==> src/assert_macros.svh <==
// Assertion helpers included by token_lexer_stream
`ifndef ASSERT_MACROS_SVH
`define ASSERT_MACROS_SVH
`define ASSERT_IMPL(lbl, a, b) \
  lbl: assert property (@(posedge clk_i) disable iff (!rst_ni) (a) |-> (b)) else $error("same-cycle check failed");
`define ASSERT_NEXT(lbl, a, b) \
  lbl: assert property (@(posedge clk_i) disable iff (!rst_ni) (a) |=> (b)) else $error("next-cycle check failed");
`endif

==> src/tls_pkg.sv <==
// ----------------------------------------------------------------------------
// tls_pkg
// Types and constants for the streaming lexer.
// ----------------------------------------------------------------------------
`default_nettype none
package tls_pkg;
  localparam int unsigned KindW = 6;
  localparam int unsigned PosW = 16;
  localparam int unsigned LenW = 8;
  localparam logic [KindW-1:0] KIND_KEYWORD0 = 6'd34;
  localparam logic [KindW-1:0] KIND_IDENT = 6'd52;
  localparam logic [KindW-1:0] KIND_INTEGER = 6'd53;
  localparam logic [KindW-1:0] KIND_END = 6'd54;
  localparam logic [KindW-1:0] KIND_BADNUM = 6'd55;
  localparam logic [KindW-1:0] KIND_UNKNOWN = 6'd56;
  localparam logic [KindW-1:0] KIND_NONE = 6'd63;

  typedef enum logic [2:0] {
    MODE_IDLE = 3'd0, MODE_WORD = 3'd1, MODE_NUM = 3'd2,
    MODE_BADLETTER = 3'd3, MODE_BADDIGITS = 3'd4, MODE_COMMENT = 3'd5
  } mode_e;

  typedef struct packed {
    logic [KindW-1:0] kind;
    logic [PosW-1:0]  line;
    logic [PosW-1:0]  column;
    logic [LenW-1:0]  length;
    logic             run_end;
  } token_t;

  typedef struct packed {
    logic [7:0] char_code;
    logic       final_char;
  } char_t;

  function automatic logic [KindW-1:0] single_kind(input logic [7:0] c);
    case (c)
      "+": return 6'd0;  "-": return 6'd3;  "*": return 6'd6;
      "/": return 6'd8;  "%": return 6'd10; "=": return 6'd11;
      "<": return 6'd13; ">": return 6'd15; "!": return 6'd17;
      "|": return 6'd19; "&": return 6'd21; ";": return 6'd23;
      ":": return 6'd24; ",": return 6'd25; ".": return 6'd26;
      "#": return 6'd27; "(": return 6'd28; ")": return 6'd29;
      "[": return 6'd30; "]": return 6'd31; "{": return 6'd32;
      "}": return 6'd33;
      default: return KIND_NONE;
    endcase
  endfunction

  function automatic logic can_pair(input logic [7:0] c);
    return c inside {"+", "-", "*", "/", "=", "<", ">", "!", "|", "&"};
  endfunction

  function automatic logic [KindW-1:0] pair_kind(input logic [7:0] h, input logic [7:0] c);
    if (h == "+" && c == "+") return 6'd1;
    if (h == "+" && c == "=") return 6'd2;
    if (h == "-" && c == "-") return 6'd4;
    if (h == "-" && c == "=") return 6'd5;
    if (h == "*" && c == "=") return 6'd7;
    if (h == "/" && c == "=") return 6'd9;
    if (h == "=" && c == "=") return 6'd12;
    if (h == "<" && c == "=") return 6'd14;
    if (h == ">" && c == "=") return 6'd16;
    if (h == "!" && c == "=") return 6'd18;
    if (h == "|" && c == "|") return 6'd20;
    if (h == "&" && c == "&") return 6'd22;
    return KIND_NONE;
  endfunction

  function automatic logic is_letter(input logic [7:0] c);
    return (c >= "a" && c <= "z") || (c >= "A" && c <= "Z");
  endfunction

  function automatic logic is_digit(input logic [7:0] c);
    return c >= "0" && c <= "9";
  endfunction

  // keyword match on the first eight characters; longer words are identifiers
  function automatic logic [KindW-1:0] keyword_kind(input logic [63:0] p,
                                                    input logic [15:0] n);
    logic [63:0] w;
    logic [KindW-1:0] k;
    w = p;
    k = KIND_IDENT;
    case (n)
      16'd2: if (w[15:0] == "fi") k = 6'd38;
      16'd3: begin
        if (w[23:0] == "tni") k = 6'd34;
        else if (w[23:0] == "rof") k = 6'd40;
      end
      16'd4: begin
        if (w[31:0] == "rahc") k = 6'd35;
        else if (w[31:0] == "esle") k = 6'd39;
        else if (w[31:0] == "epyt") k = 6'd46;
        else if (w[31:0] == "diov") k = 6'd47;
        else if (w[31:0] == "eurt") k = 6'd50;
      end
      16'd5: begin
        if (w[39:0] == "taolf") k = 6'd37;
        else if (w[39:0] == "elihw") k = 6'd41;
        else if (w[39:0] == "noinu") k = 6'd44;
        else if (w[39:0] == "ssalc") k = 6'd45;
        else if (w[39:0] == "kaerb") k = 6'd48;
        else if (w[39:0] == "eslaf") k = 6'd51;
      end
      16'd6: begin
        if (w[47:0] == "gnirts") k = 6'd36;
        else if (w[47:0] == "nruter") k = 6'd42;
        else if (w[47:0] == "tcurts") k = 6'd43;
      end
      16'd8: if (w == "eunitnoc") k = 6'd49;
      default: k = KIND_IDENT;
    endcase
    return k;
  endfunction
endpackage
`default_nettype wire

==> src/tls_char_if.sv <==
// ----------------------------------------------------------------------------
// tls_char_if
// Valid/ready channels for characters and tokens.
// ----------------------------------------------------------------------------
`default_nettype none
interface tls_char_if;
  logic valid;
  logic ready;
  tls_pkg::char_t data;
  modport source (output valid, output data, input ready);
  modport sink (input valid, input data, output ready);
endinterface

interface tls_token_if;
  logic valid;
  logic ready;
  tls_pkg::token_t data;
  modport source (output valid, output data, input ready);
  modport sink (input valid, input data, output ready);
endinterface
`default_nettype wire

==> src/tls_core.sv <==
// ----------------------------------------------------------------------------
// tls_core
// Lexer state and per-character decision; produces up to three tokens.
// ----------------------------------------------------------------------------
`default_nettype none
module tls_core #(
  parameter int unsigned LengthLimit = 255
) (
  input  wire logic                 clk_i,
  input  wire logic                 rst_ni,
  input  wire logic                 step_i,
  input  wire tls_pkg::char_t       char_i,
  input  wire logic [4:0]           tab_width_i,
  output tls_pkg::token_t [2:0]     tok_o,
  output logic [1:0]                cnt_o
);
  localparam int unsigned CntW = $clog2(LengthLimit + 1);

  logic [7:0] held_q, held_d;
  logic hv_q, hv_d;
  tls_pkg::mode_e mode_q, mode_d;
  logic [CntW-1:0] wc_q, wc_d;
  logic [63:0] pre_q, pre_d;
  logic [15:0] line_q, line_d, col_q, col_d, sc_q, sc_d;

  always_ff @(posedge clk_i or negedge rst_ni) begin
    if (!rst_ni) begin
      held_q <= '0; hv_q <= 1'b0; mode_q <= tls_pkg::MODE_IDLE; wc_q <= '0;
      pre_q <= '0; line_q <= 16'd1; col_q <= 16'd1; sc_q <= 16'd1;
    end else if (step_i) begin
      held_q <= held_d; hv_q <= hv_d; mode_q <= mode_d; wc_q <= wc_d;
      pre_q <= pre_d; line_q <= line_d; col_q <= col_d; sc_q <= sc_d;
    end
  end

  function automatic logic [15:0] sat_add(input logic [15:0] a, input logic [4:0] n);
    logic [16:0] v;
    v = {1'b0, a} + 17'(n);
    return v[16] ? 16'hFFFF : v[15:0];
  endfunction

  function automatic logic [7:0] len8(input logic [CntW-1:0] n);
    return (32'(n) > 255) ? 8'd255 : 8'(n);
  endfunction

  always_comb begin
    logic [7:0] c;
    logic fin, done;
    logic [1:0] n;
    logic [tls_pkg::KindW-1:0] p, wk;
    c = char_i.char_code;
    fin = char_i.final_char;
    held_d = held_q; hv_d = hv_q; mode_d = mode_q; wc_d = wc_q; pre_d = pre_q;
    line_d = line_q; col_d = col_q; sc_d = sc_q;
    done = 1'b0; n = 2'd0;
    tok_o = '0;
    wk = tls_pkg::keyword_kind(pre_q, 16'(wc_q));
    p = tls_pkg::pair_kind(held_q, c);
    if (hv_q) begin
      hv_d = 1'b0;
      if (held_q == "/" && c == "/") begin
        mode_d = tls_pkg::MODE_COMMENT; done = 1'b1;
      end else if (p != tls_pkg::KIND_NONE) begin
        tok_o[n] = '{p, line_d, sc_q, 8'd2, 1'b0}; n = n + 2'd1;
        col_d = sat_add(col_d, 5'd2); done = 1'b1;
      end else begin
        tok_o[n] = '{tls_pkg::single_kind(held_q), line_d, sc_q, 8'd1, 1'b0};
        n = n + 2'd1; col_d = sat_add(col_d, 5'd1);
      end
    end else if (mode_q == tls_pkg::MODE_COMMENT) begin
      if (c == "\n") mode_d = tls_pkg::MODE_IDLE;
      else done = 1'b1;
    end else if (mode_q != tls_pkg::MODE_IDLE) begin
      if ((mode_q == tls_pkg::MODE_WORD && tls_pkg::is_letter(c)) ||
          (mode_q == tls_pkg::MODE_NUM && tls_pkg::is_digit(c)) ||
          ((mode_q == tls_pkg::MODE_BADLETTER || mode_q == tls_pkg::MODE_BADDIGITS) &&
           tls_pkg::is_digit(c)) ||
          (mode_q == tls_pkg::MODE_NUM && tls_pkg::is_letter(c))) begin
        if (mode_q == tls_pkg::MODE_NUM && tls_pkg::is_letter(c))
          mode_d = tls_pkg::MODE_BADLETTER;
        else if (mode_q == tls_pkg::MODE_BADLETTER)
          mode_d = tls_pkg::MODE_BADDIGITS;
        if (32'(wc_q) < 8) pre_d[8*wc_q[2:0] +: 8] = c;
        if (32'(wc_q) < LengthLimit) wc_d = wc_q + 1'b1;
        col_d = sat_add(col_d, 5'd1); done = 1'b1;
      end else begin
        tok_o[n] = '{(mode_q == tls_pkg::MODE_WORD) ? wk :
                     (mode_q == tls_pkg::MODE_NUM) ? tls_pkg::KIND_INTEGER :
                     tls_pkg::KIND_BADNUM, line_d, sc_q, len8(wc_q), 1'b0};
        n = n + 2'd1; mode_d = tls_pkg::MODE_IDLE; wc_d = '0;
      end
    end
    if (!done) begin
      if (tls_pkg::can_pair(c)) begin
        held_d = c; hv_d = 1'b1; sc_d = col_d;
      end else if (tls_pkg::single_kind(c) != tls_pkg::KIND_NONE) begin
        tok_o[n] = '{tls_pkg::single_kind(c), line_d, col_d, 8'd1, 1'b0};
        n = n + 2'd1; col_d = sat_add(col_d, 5'd1);
      end else if (tls_pkg::is_letter(c) || tls_pkg::is_digit(c)) begin
        mode_d = tls_pkg::is_letter(c) ? tls_pkg::MODE_WORD : tls_pkg::MODE_NUM;
        sc_d = col_d; pre_d[7:0] = c; wc_d = CntW'(1);
        col_d = sat_add(col_d, 5'd1);
      end else if (c == " ") begin
        col_d = sat_add(col_d, 5'd1);
      end else if (c == "\t") begin
        col_d = sat_add(col_d, tab_width_i);
      end else if (c == "\r") begin
        col_d = col_d;
      end else if (c == "\n") begin
        if (line_d != 16'hFFFF) line_d = line_d + 16'd1;
        col_d = 16'd1;
      end else begin
        tok_o[n] = '{tls_pkg::KIND_UNKNOWN, line_d, col_d, 8'd1, 1'b0};
        n = n + 2'd1; col_d = sat_add(col_d, 5'd1);
      end
    end
    if (fin) begin
      if (hv_d) begin
        tok_o[n] = '{tls_pkg::single_kind(held_d), line_d, sc_d, 8'd1, 1'b0};
        n = n + 2'd1; col_d = sat_add(col_d, 5'd1);
      end else if (mode_d == tls_pkg::MODE_WORD || mode_d == tls_pkg::MODE_NUM ||
                   mode_d == tls_pkg::MODE_BADLETTER ||
                   mode_d == tls_pkg::MODE_BADDIGITS) begin
        tok_o[n] = '{(mode_d == tls_pkg::MODE_WORD) ?
                     tls_pkg::keyword_kind(pre_d, 16'(wc_d)) :
                     (mode_d == tls_pkg::MODE_NUM) ? tls_pkg::KIND_INTEGER :
                     tls_pkg::KIND_BADNUM, line_d, sc_d, len8(wc_d), 1'b0};
        n = n + 2'd1;
      end
      tok_o[n] = '{tls_pkg::KIND_END, line_d, col_d, 8'd0, 1'b0};
      n = n + 2'd1;
      held_d = '0; hv_d = 1'b0; mode_d = tls_pkg::MODE_IDLE; wc_d = '0; pre_d = '0;
      line_d = 16'd1; col_d = 16'd1; sc_d = 16'd1;
    end
    if (n != 2'd0) tok_o[n - 2'd1].run_end = 1'b1;
    cnt_o = n;
  end
endmodule
`default_nettype wire

==> src/tls_out_queue.sv <==
// ----------------------------------------------------------------------------
// tls_out_queue
// Token buffer of up to six entries, drained one token per cycle while out.ready is high.
// ----------------------------------------------------------------------------
`default_nettype none
module tls_out_queue (
  input  wire logic             clk_i,
  input  wire logic             rst_ni,
  input  wire logic             push_i,
  input  wire tls_pkg::token_t [2:0] tok_i,
  input  wire logic [1:0]       cnt_i,
  output logic                  space_o,
  tls_token_if.source           out
);
  tls_pkg::token_t [5:0] buf_q, buf_d;
  logic [2:0] fill_q, fill_d;

  always_ff @(posedge clk_i or negedge rst_ni) begin
    if (!rst_ni) fill_q <= '0;
    else fill_q <= fill_d;
  end

  always_ff @(posedge clk_i) buf_q <= buf_d;

  always_comb begin
    logic pop;
    logic [2:0] base;
    pop = out.valid && out.ready;
    buf_d = buf_q;
    if (pop) buf_d = {buf_q[5], buf_q[5:1]};
    base = fill_q - {2'b0, pop};
    if (push_i) begin
      for (int i = 0; i < 3; i++)
        if (2'(i) < cnt_i) buf_d[base + 3'(i)] = tok_i[i];
      fill_d = base + {1'b0, cnt_i};
    end else begin
      fill_d = base;
    end
  end

  assign out.valid = fill_q != 3'd0;
  assign out.data = buf_q[0];
  assign space_o = fill_q <= 3'd3;
endmodule
`default_nettype wire

==> src/token_lexer_stream.sv <==
// A token is registered in the token queue when its character is accepted.
// Throughput: one character per cycle while the queue has space; a character giving
// several tokens is absorbed at once, the six-entry queue drains one token per cycle when ready.
// Reset: asynchronous, active low; line and column return to 1, tab width 4.
// ----------------------------------------------------------------------------
// token_lexer_stream
// Streaming lexer for C-like text, one character per request.
// ----------------------------------------------------------------------------
`default_nettype none
`include "assert_macros.svh"
module token_lexer_stream #(
  parameter int unsigned LENGTH_LIMIT = 255
) (
  input  wire logic       clk_i,
  input  wire logic       rst_ni,
  input  wire logic       cfg_we_i,
  input  wire logic [4:0] cfg_wdata_i,
  tls_char_if.sink        in,
  tls_token_if.source     out
);
  logic [4:0] tab_q;
  logic step, space;
  tls_pkg::token_t [2:0] tok;
  logic [1:0] cnt;

  always_ff @(posedge clk_i or negedge rst_ni) begin
    if (!rst_ni) tab_q <= 5'd4;
    else if (cfg_we_i) tab_q <= cfg_wdata_i;
  end

  assign in.ready = space;
  assign step = in.valid && in.ready;

  tls_core #(.LengthLimit(LENGTH_LIMIT)) u_core (
    .clk_i, .rst_ni, .step_i(step), .char_i(in.data), .tab_width_i(tab_q),
    .tok_o(tok), .cnt_o(cnt)
  );

  tls_out_queue u_queue (
    .clk_i, .rst_ni, .push_i(step), .tok_i(tok), .cnt_i(cnt), .space_o(space), .out
  );

  `ASSERT_NEXT(a_final_ends, step && in.data.final_char, out.valid)
  `ASSERT_IMPL(a_line_nonzero, out.valid, out.data.line != 16'd0)
  `ASSERT_IMPL(a_end_len, out.valid && out.data.kind == tls_pkg::KIND_END,
               out.data.length == 8'd0 && out.data.run_end)
endmodule
`default_nettype wire
==> src/flat_wrapper.sv <==
// flat-port wrapper written by rule: the top's interface ports become plain ports
module token_lexer_stream_flat 
#(
  parameter int unsigned LENGTH_LIMIT = 255
)
  (clk_i, rst_ni, cfg_we_i, cfg_wdata_i, in_valid, in_data, in_ready, out_valid, out_data, out_ready);
  tls_char_if in_i ();
  tls_token_if out_i ();
  input  wire logic clk_i;
  input  wire logic rst_ni;
  input  wire logic cfg_we_i;
  input  wire logic [4:0] cfg_wdata_i;
  input wire logic [$bits(in_i.valid)-1:0] in_valid;
  input wire logic [$bits(in_i.data)-1:0] in_data;
  output wire logic [$bits(in_i.ready)-1:0] in_ready;
  output wire logic [$bits(out_i.valid)-1:0] out_valid;
  output wire logic [$bits(out_i.data)-1:0] out_data;
  input wire logic [$bits(out_i.ready)-1:0] out_ready;
  assign in_i.valid = in_valid;
  assign in_i.data = in_data;
  assign in_ready = in_i.ready;
  assign out_valid = out_i.valid;
  assign out_data = out_i.data;
  assign out_i.ready = out_ready;
  token_lexer_stream #(.LENGTH_LIMIT(LENGTH_LIMIT)) u_core (.clk_i(clk_i), .rst_ni(rst_ni), .cfg_we_i(cfg_we_i), .cfg_wdata_i(cfg_wdata_i), .in(in_i), .out(out_i));
endmodule
==> config.mk <==
export PLATFORM = sky130hd
export DESIGN_NAME = token_lexer_stream_flat
export DESIGN_NICKNAME = d
export VERILOG_FILES = /design/src/tls_pkg.sv /design/src/tls_char_if.sv /design/src/tls_core.sv /design/src/tls_out_queue.sv /design/src/token_lexer_stream.sv /design/src/flat_wrapper.sv
export VERILOG_INCLUDE_DIRS = /design/src /design/src/src
export SDC_FILE = /design/constraint.sdc
export NUM_CORES = 2
export LEC_CHECK = 0
export BUFFER_PORTS_ARGS = -buffer_cell sky130_fd_sc_hd__buf_2
export CORE_ASPECT_RATIO = 1.25
export CORE_MARGIN = 4
export CORE_UTILIZATION = 45
export CTS_BUF_LIST = sky130_fd_sc_hd__clkbuf_2 sky130_fd_sc_hd__clkbuf_4 sky130_fd_sc_hd__clkbuf_8
export DETAILED_ROUTE_END_ITERATION = 12
export PLACE_DENSITY = 0.65
export SYNTH_ARGS = -nofsm -noshare
export SYNTH_HDL_FRONTEND = slang
export SYNTH_SLANG_ARGS = --single-unit
==> constraint.sdc <==
create_clock -name clk_i -period 7.5 [get_ports clk_i]
set_clock_uncertainty 0.15 [all_clocks]
set_input_delay 0.375 -clock clk_i [delete_from_list [all_inputs] [get_ports clk_i]]
set_output_delay 0.375 -clock clk_i [all_outputs]
set_load 0.02 [all_outputs]
# Yosys cells after proc, flatten, opt, wreduce, memory -nomap -nowiden
# Index checks and enable logic that the tools add are counted.
word_totals:
  regBits: 422
  input_bits: 19
  word_cells: 584
op_classes:
  n_addsub: 16
  magnitude_cmp: 26
  eq_ne: 130
  shifts: 2
  mux: 328
  n_reduce_logical: 42
op_table:
  columns: ["op", "n"]
  rows:
  - ["$mux 141", 13]
  - ["$mux 282", 6]
  - ["$bwmux 141", 6]
  - ["$bwmux 282", 3]
  - ["$mux 16", 37]
  - ["$mux 47", 12]
  - ["$eq 40x39->1 const B", 12]
  - ["$demux 47 s3", 3]
  - ["$eq 8x6->1 const B", 52]
  - ["$pmux 6 s22", 3]
  - ["$mux 64", 6]
  - ["$demux 47 s2", 4]
  - ["$mux 6", 55]
  - ["$eq 32x31->1 const B", 10]
  - ["$eq 48x47->1 const B", 6]
  - ["$mux 235", 1]
  - ["$mux 5", 28]
  - ["$mux 8", 17]
  - ["$eq 64x63->1 const B", 2]
  - ["$eq 8x7->1 const B", 16]
  - ["$eq 24x23->1 const B", 4]
  - ["$mux 1", 93]
  - ["$pmux 6 s6", 2]
  - ["$mux 3", 22]
  - ["other kinds (43)", 131]

# Longest topological paths before layout
depth:
  depth_word: 119
  mapped_depth: 32

# Modules after synthesis
# A second synthesis with hierarchy kept.
hier_totals:
  cells_unflattened: 4807
  hier_area_um2: 36442.5
modules_own_cells:
  columns: ["module", "n_inst", "cells_each", "area_per_inst_um2", "seq_area_each_um2"]
  rows:
  - ["tls_out_queue", 1, 2366, 19179.6, 6190.9]
  - ["tls_core", 1, 2430, 17073.9, 3306.9]
  - ["token_lexer_stream", 1, 11, 188.9, 126.4]

# Worst setup path before layout
# Ideal clock, no wire load.
synth_path:
  path_type: "input to register"
  from: "input port in_data[8]"
  to: "register u_core.u_queue.buf_q[259] in the netlist's numbering, data pin"
  setup_time_ns: 0.163
  t_arrival_ns: 6.623
  required_time_ns: 7.187
  path_slack_ns: 0.564
  stages: 31
  path_buffers: 3
  path_cell_list: "clkbuf_1 and4bb_2 o2111ai_1 o41a_1 nand4_1 buf_4 and4_1 or3_1 buf_2 inv_1 ha_1 inv_1 fa_1 inv_1 a21oi_1 o21bai_1 a21o_1 and3_1 nand3_1 a221o_1 o21ai_0 ha_1 nand2_1 a21oi_1 o2111ai_1 or4_4 nor3_4 nor2_1 o31a_1 a211o_1 o221ai_1"
synth_via:
  elab_chain_cells: 75
  elab_cells_between_ends: 311
synth_lines:
  columns: ["item", "line", "rtl"]
  rows:
  - ["start: declaration", "flat_wrapper.sv:14", "input wire logic [$bits(in_i.data)-1:0] in_data;"]
  - ["$eq 8x6->1", null, null]
  - ["$logic_and 1x1->1", "tls_pkg.sv:56", "if (h == \"+\" && c == \"=\") return 6'd2;"]
  - ["$mux 6", "tls_pkg.sv:56", null]
  - ["$mux 6", null, null]
  - ["$mux 6", "tls_pkg.sv:57", "if (h == \"-\" && c == \"-\") return 6'd4;"]
  - ["$mux 6", "tls_pkg.sv:58", "if (h == \"-\" && c == \"=\") return 6'd5;"]
  - ["$mux 6", "tls_pkg.sv:59", "if (h == \"*\" && c == \"=\") return 6'd7;"]
  - ["$mux 6 (2 in series)", "tls_pkg.sv:60", "if (h == \"/\" && c == \"=\") return 6'd9;"]
  - ["(+58 left out)", null, null]
  - ["$mux 282", "tls_out_queue.sv:34", "if (2'(i) < cnt_i) buf_d[base + 3'(i)] = tok_i[i];"]
  - ["$mux 282", "tls_out_queue.sv:32", "if (push_i) begin"]
  - ["$bwmux 282", "tls_out_queue.sv:34", null]
  - ["$mux 282", "tls_out_queue.sv:34", null]
  - ["$mux 282", "tls_out_queue.sv:32", null]
  - ["$bwmux 282", "tls_out_queue.sv:34", null]
  - ["$mux 282 *", "tls_out_queue.sv:34", null]
  - ["$mux 282 *", "tls_out_queue.sv:32", null]
  - ["end signal: assignment", "tls_out_queue.sv:23", "always_ff @(posedge clk_i) buf_q <= buf_d;"]
  - ["end: declaration", "tls_out_queue.sv:15", "tls_pkg::token_t [5:0] buf_q, buf_d;"]
# Every way passes the cells marked *; elsewhere a longest branch is shown, timed or not. The select of a mux whose other input is x is not followed.
# A chain may end at the register's enable or synchronous reset.

==> results.tsv <==
stage	metric	value	unit
status	outcome	finished clean	
sta	fmax	138	MHz
critical_path	r2r-end	u_core.u_queue.buf_q[67]	
sta	setup_slack	0.261	ns
layout	nets	5188	
clock_network	cts_buffers	81	
clock_network	htree_levels	3	
global_route	groute.usage.overall	0.368	
clock_network	cts_max_path_buffers	3	
critical_path	reg2reg_slack	0.26	ns
route	route.detailed.wl_per_inst	27.0	µm
die	core	81700	µm²
placement	hpwl	116000	µm
pwr	ir_drop	0.000335	V
synth	synth_area	37100	µm²
layout	drive_gt1_frac	0.119	
sta	period_needed	7.24	ns
critical_path	end_kind	flop	
synth	yosys_most_used_dff	dfxtp_1	
synth	synth_seq_cells	422	
placement	port_buffers	67	
critical_path	path_class	flop to flop	
critical_path	start_kind	flop	
layout	fin_cells	6282	
critical_path	cp_data_arrival_time	7.74	ns
pwr	powerDensity	407	nW/µm²
layout	nFillCells	8238	
layout	postLayoutCoreUtil	0.500	
placement	dp_cells	6113	
placement	place_ws	0.00558	ns
sta	setup_tns	0	ns
clock_network	clk_pin_slew	0.06	ns
global_route	grt_pass1_vias	40400	
die	num_rows	117	
synth	avgSynthCellArea	7.11	µm²
sta	slew_violations	0	
route	wl	169000	µm
global_route	grt.overflow.total	0	
route	drt_iter0_markers	6427	
clock_network	clkSinkCount	422	
sta	worstMarginPinSlew	1.26	ns
global_route	grt_max_degree	169	
die	die_x	265	µm
critical_path	required	8.00	ns
hold_path	hp-start	in_data[0]	
synth	ys_top_cells_by_area	dfxtp_1, dfrtp_1, nand2_1, mux2i_1, a21oi_1	
global_route	antenna_found_initial	6	
hold_path	hp-class	input port to flop	
critical_path	cp_max_fo	33	
synth	ys_seq_area_frac	0.259	
synth	synth_edf_count	47	
hold_path	whs_path_depth	2	
layout	regArea	9620	µm²
route	routed_via_density	6.92	
route	vias	43500	
sta	setup_viol	0	
synth	syn_inst	5225	
die	fp.dieH	329	µm
global_route	grt_pass1_wl	253000	µm
hold_path	hold-path-endpoint	u_core.u_core.line_q[8]	
critical_path	rr_worst_depth	25	
critical_path	regToRegStartpoint	u_core.u_core.mode_q[2]	
synth	yosys_warnings	0	
route	ant_nets	0	
die	initial_core_util	0.455	
synth	syn_nets	5273	
die	ios	68	
sta	rsz0062_at_grt	no	
clock_network	cts_root_buffer	clkbuf_8	
synth	yosys.area.top_type	dfxtp_1	
synth	yosys.area.top_type_share	0.127	
die	die_area	87200	µm²
layout	area_growth_syn_to_layout	9.94	%
synth	synthArstFlopShare	0.332	
layout	multi_input_area	25400	µm²
synth	synth_cell_types	114	
sta	hold_viol	0	
pwr	leakage	0.0157	µW
route	dr.pass1.iters	7	
clock_network	clk_latency	0.74	ns
clock_network	cts_tree	built	
placement	gp_congestion	1.04	
sta	relSlewSlack	0.152	
sta	period_share	0.965	
job	drv_cap	0	
route	drc_errors	0	
layer usage:
layer / global-route usage / up-vias / wire (µm)
met1: 0.468 / 20500 / 65400
met4: 0.204 / 2 / 11500
met2: 0.582 / 2952 / 74400
met3: 0.0784 / 741 / 18200
li1: - / 19300 / -
met5: 0 / - / 10
cells in the mapped netlist (47+ instances only):
library cell,n
a31oi_1,84
nor3_1,148
o22ai_1,97
a211oi_1,68
o211ai_1,126
dfxtp_1,235
nor4_1,48
o21ai_0,409
mux2i_1,269
inv_1,56
nand2_1,819
buf_4,49
a21oi_1,437
nor2_1,403
clkbuf_1,383
nand3_1,278
a22oi_1,88
dfrtp_1,136
nand4_1,72
and3_1,53
edfxtp_1,47
worst max-delay path: stages, from the launching register on:
cell	delay [ns]
dfrtp_1	0.58
nand2b_1	0.26
o21a_1	0.26
o32ai_4	0.11
buf_4	0.22
buf_4	0.25
or3_1	0.51
a211oi_1	0.53
mux2i_1	0.15
o221ai_1	0.40
inv_1	0.14
ha_1	0.30
nor2_1	0.04
a21oi_1	0.26
ha_1	0.29
nand2_1	0.06
o21ai_0	0.27
buf_4	0.31
nand2_1	0.26
nor2_1	0.09
nand2_1	0.12
buf_4	0.52
nand2_1	0.49
a22oi_1	0.35
nand2_1	0.12
o22ai_1	0.13
registers in the layout, indices dropped and copies added, names as in the netlist:
| register | count |
|---|---|
| u_core.u_queue.out.data | 47 |
| u_core.u_core.wc_q | 8 |
| u_core.u_queue.fill_q | 3 |
| u_core.u_core.col_q | 16 |
| u_core.u_core.held_q | 8 |
| u_core.u_queue.buf_q | 235 |
| u_core.u_core.line_q | 16 |
| u_core.u_core.mode_q | 3 |
| u_core.tab_q | 5 |
| u_core.u_core.pre_q | 64 |
| u_core.u_core.hv_q | 1 |
| u_core.u_core.sc_q | 16 |
cell type report:
cell class / count / area share
repair buffers: 326 / 0.0597
clock inverters: 11 / 0.00264
flip-flops and latches: 422 / 0.236
clock buffers: 135 / 0.0392
well taps: 1071 / 0.0328
diodes: 8 / 0.000490
multi-input cells: 4244 / 0.623
inverters: 65 / 0.00622
where the power goes:
group          internal [µW]  switching, µW  total, µW
Combinational           3420           6700      10100
Sequential              3280            669       3950
Clock                   1360           1170       2530
Total                   8060           8540      16600
worst max-delay path by stage:
| stage | from | to |
|---|---|---|
| final | u_core.u_core.mode_q[2] | u_core.u_queue.buf_q[67] |
| after global routing | u_core.u_core.held_q[3] | u_core.u_queue.out.data[24] |
| after CTS | u_core.u_core.held_q[4] | u_core.u_queue.buf_q[253] |
| after detailed placement | in_data[8] | u_core.u_queue.buf_q[254] |
| after global placement | in_data[8] | u_core.u_queue.buf_q[253] |
| after floorplan | in_data[8] | u_core.u_queue.buf_q[259] |
what timing repair did:
action / CTS / global route
endpoints found under the setup margin: 0 / 87
hold endpoints to repair: 76 / 0
hold buffers: 14 / 0
resized for setup: 0 / 18
setup buffers: 0 / 1
logic make-up after synthesis:
family,Yosys count,synth area share
xor gates and xnor gates,51,0.0120
and+or+nand+nor,2145,0.276
muxes,294,0.0804
adders and majority gates,29,0.0102
DFF,422,0.259
AOI/OAI and AO/OA,1725,0.299
buffers and inverters,559,0.0625
metrics by stage:
stage | hold WS, ns | instance area [µm²] | total power [µW]
finish | 0.104 | 40800 | 16600
global route | 0.0755 | 40800 | 17500
CTS | 0.0450 | 40700 | 16200
detailed placement | 0.335 | 38900 | 13700
global placement | 0.321 | 38900 | 13500
floorplan | -0.0706 | 37100 | 10600
layout by cell type (no fill, tap or decap), types with 88 or more instances in the layout:
| cell | netlist | layout |
|---|---|---|
| dfxtp_1 | 235 | 235 |
| nor3_1 | 148 | 143 |
| buf_4 | 49 | 237 |
| clkbuf_8 | 0 | 94 |
| o22ai_1 | 97 | 97 |
| dfrtp_1 | 136 | 136 |
| nand2_1 | 819 | 812 |
| nand3_1 | 278 | 272 |
| a21oi_1 | 437 | 432 |
| o211ai_1 | 126 | 126 |
| o21ai_0 | 409 | 406 |
| nor2_1 | 403 | 398 |
| mux2i_1 | 269 | 268 |
| a22oi_1 | 88 | 88 |
Note: power is estimated with default switching activity, not from simulation.
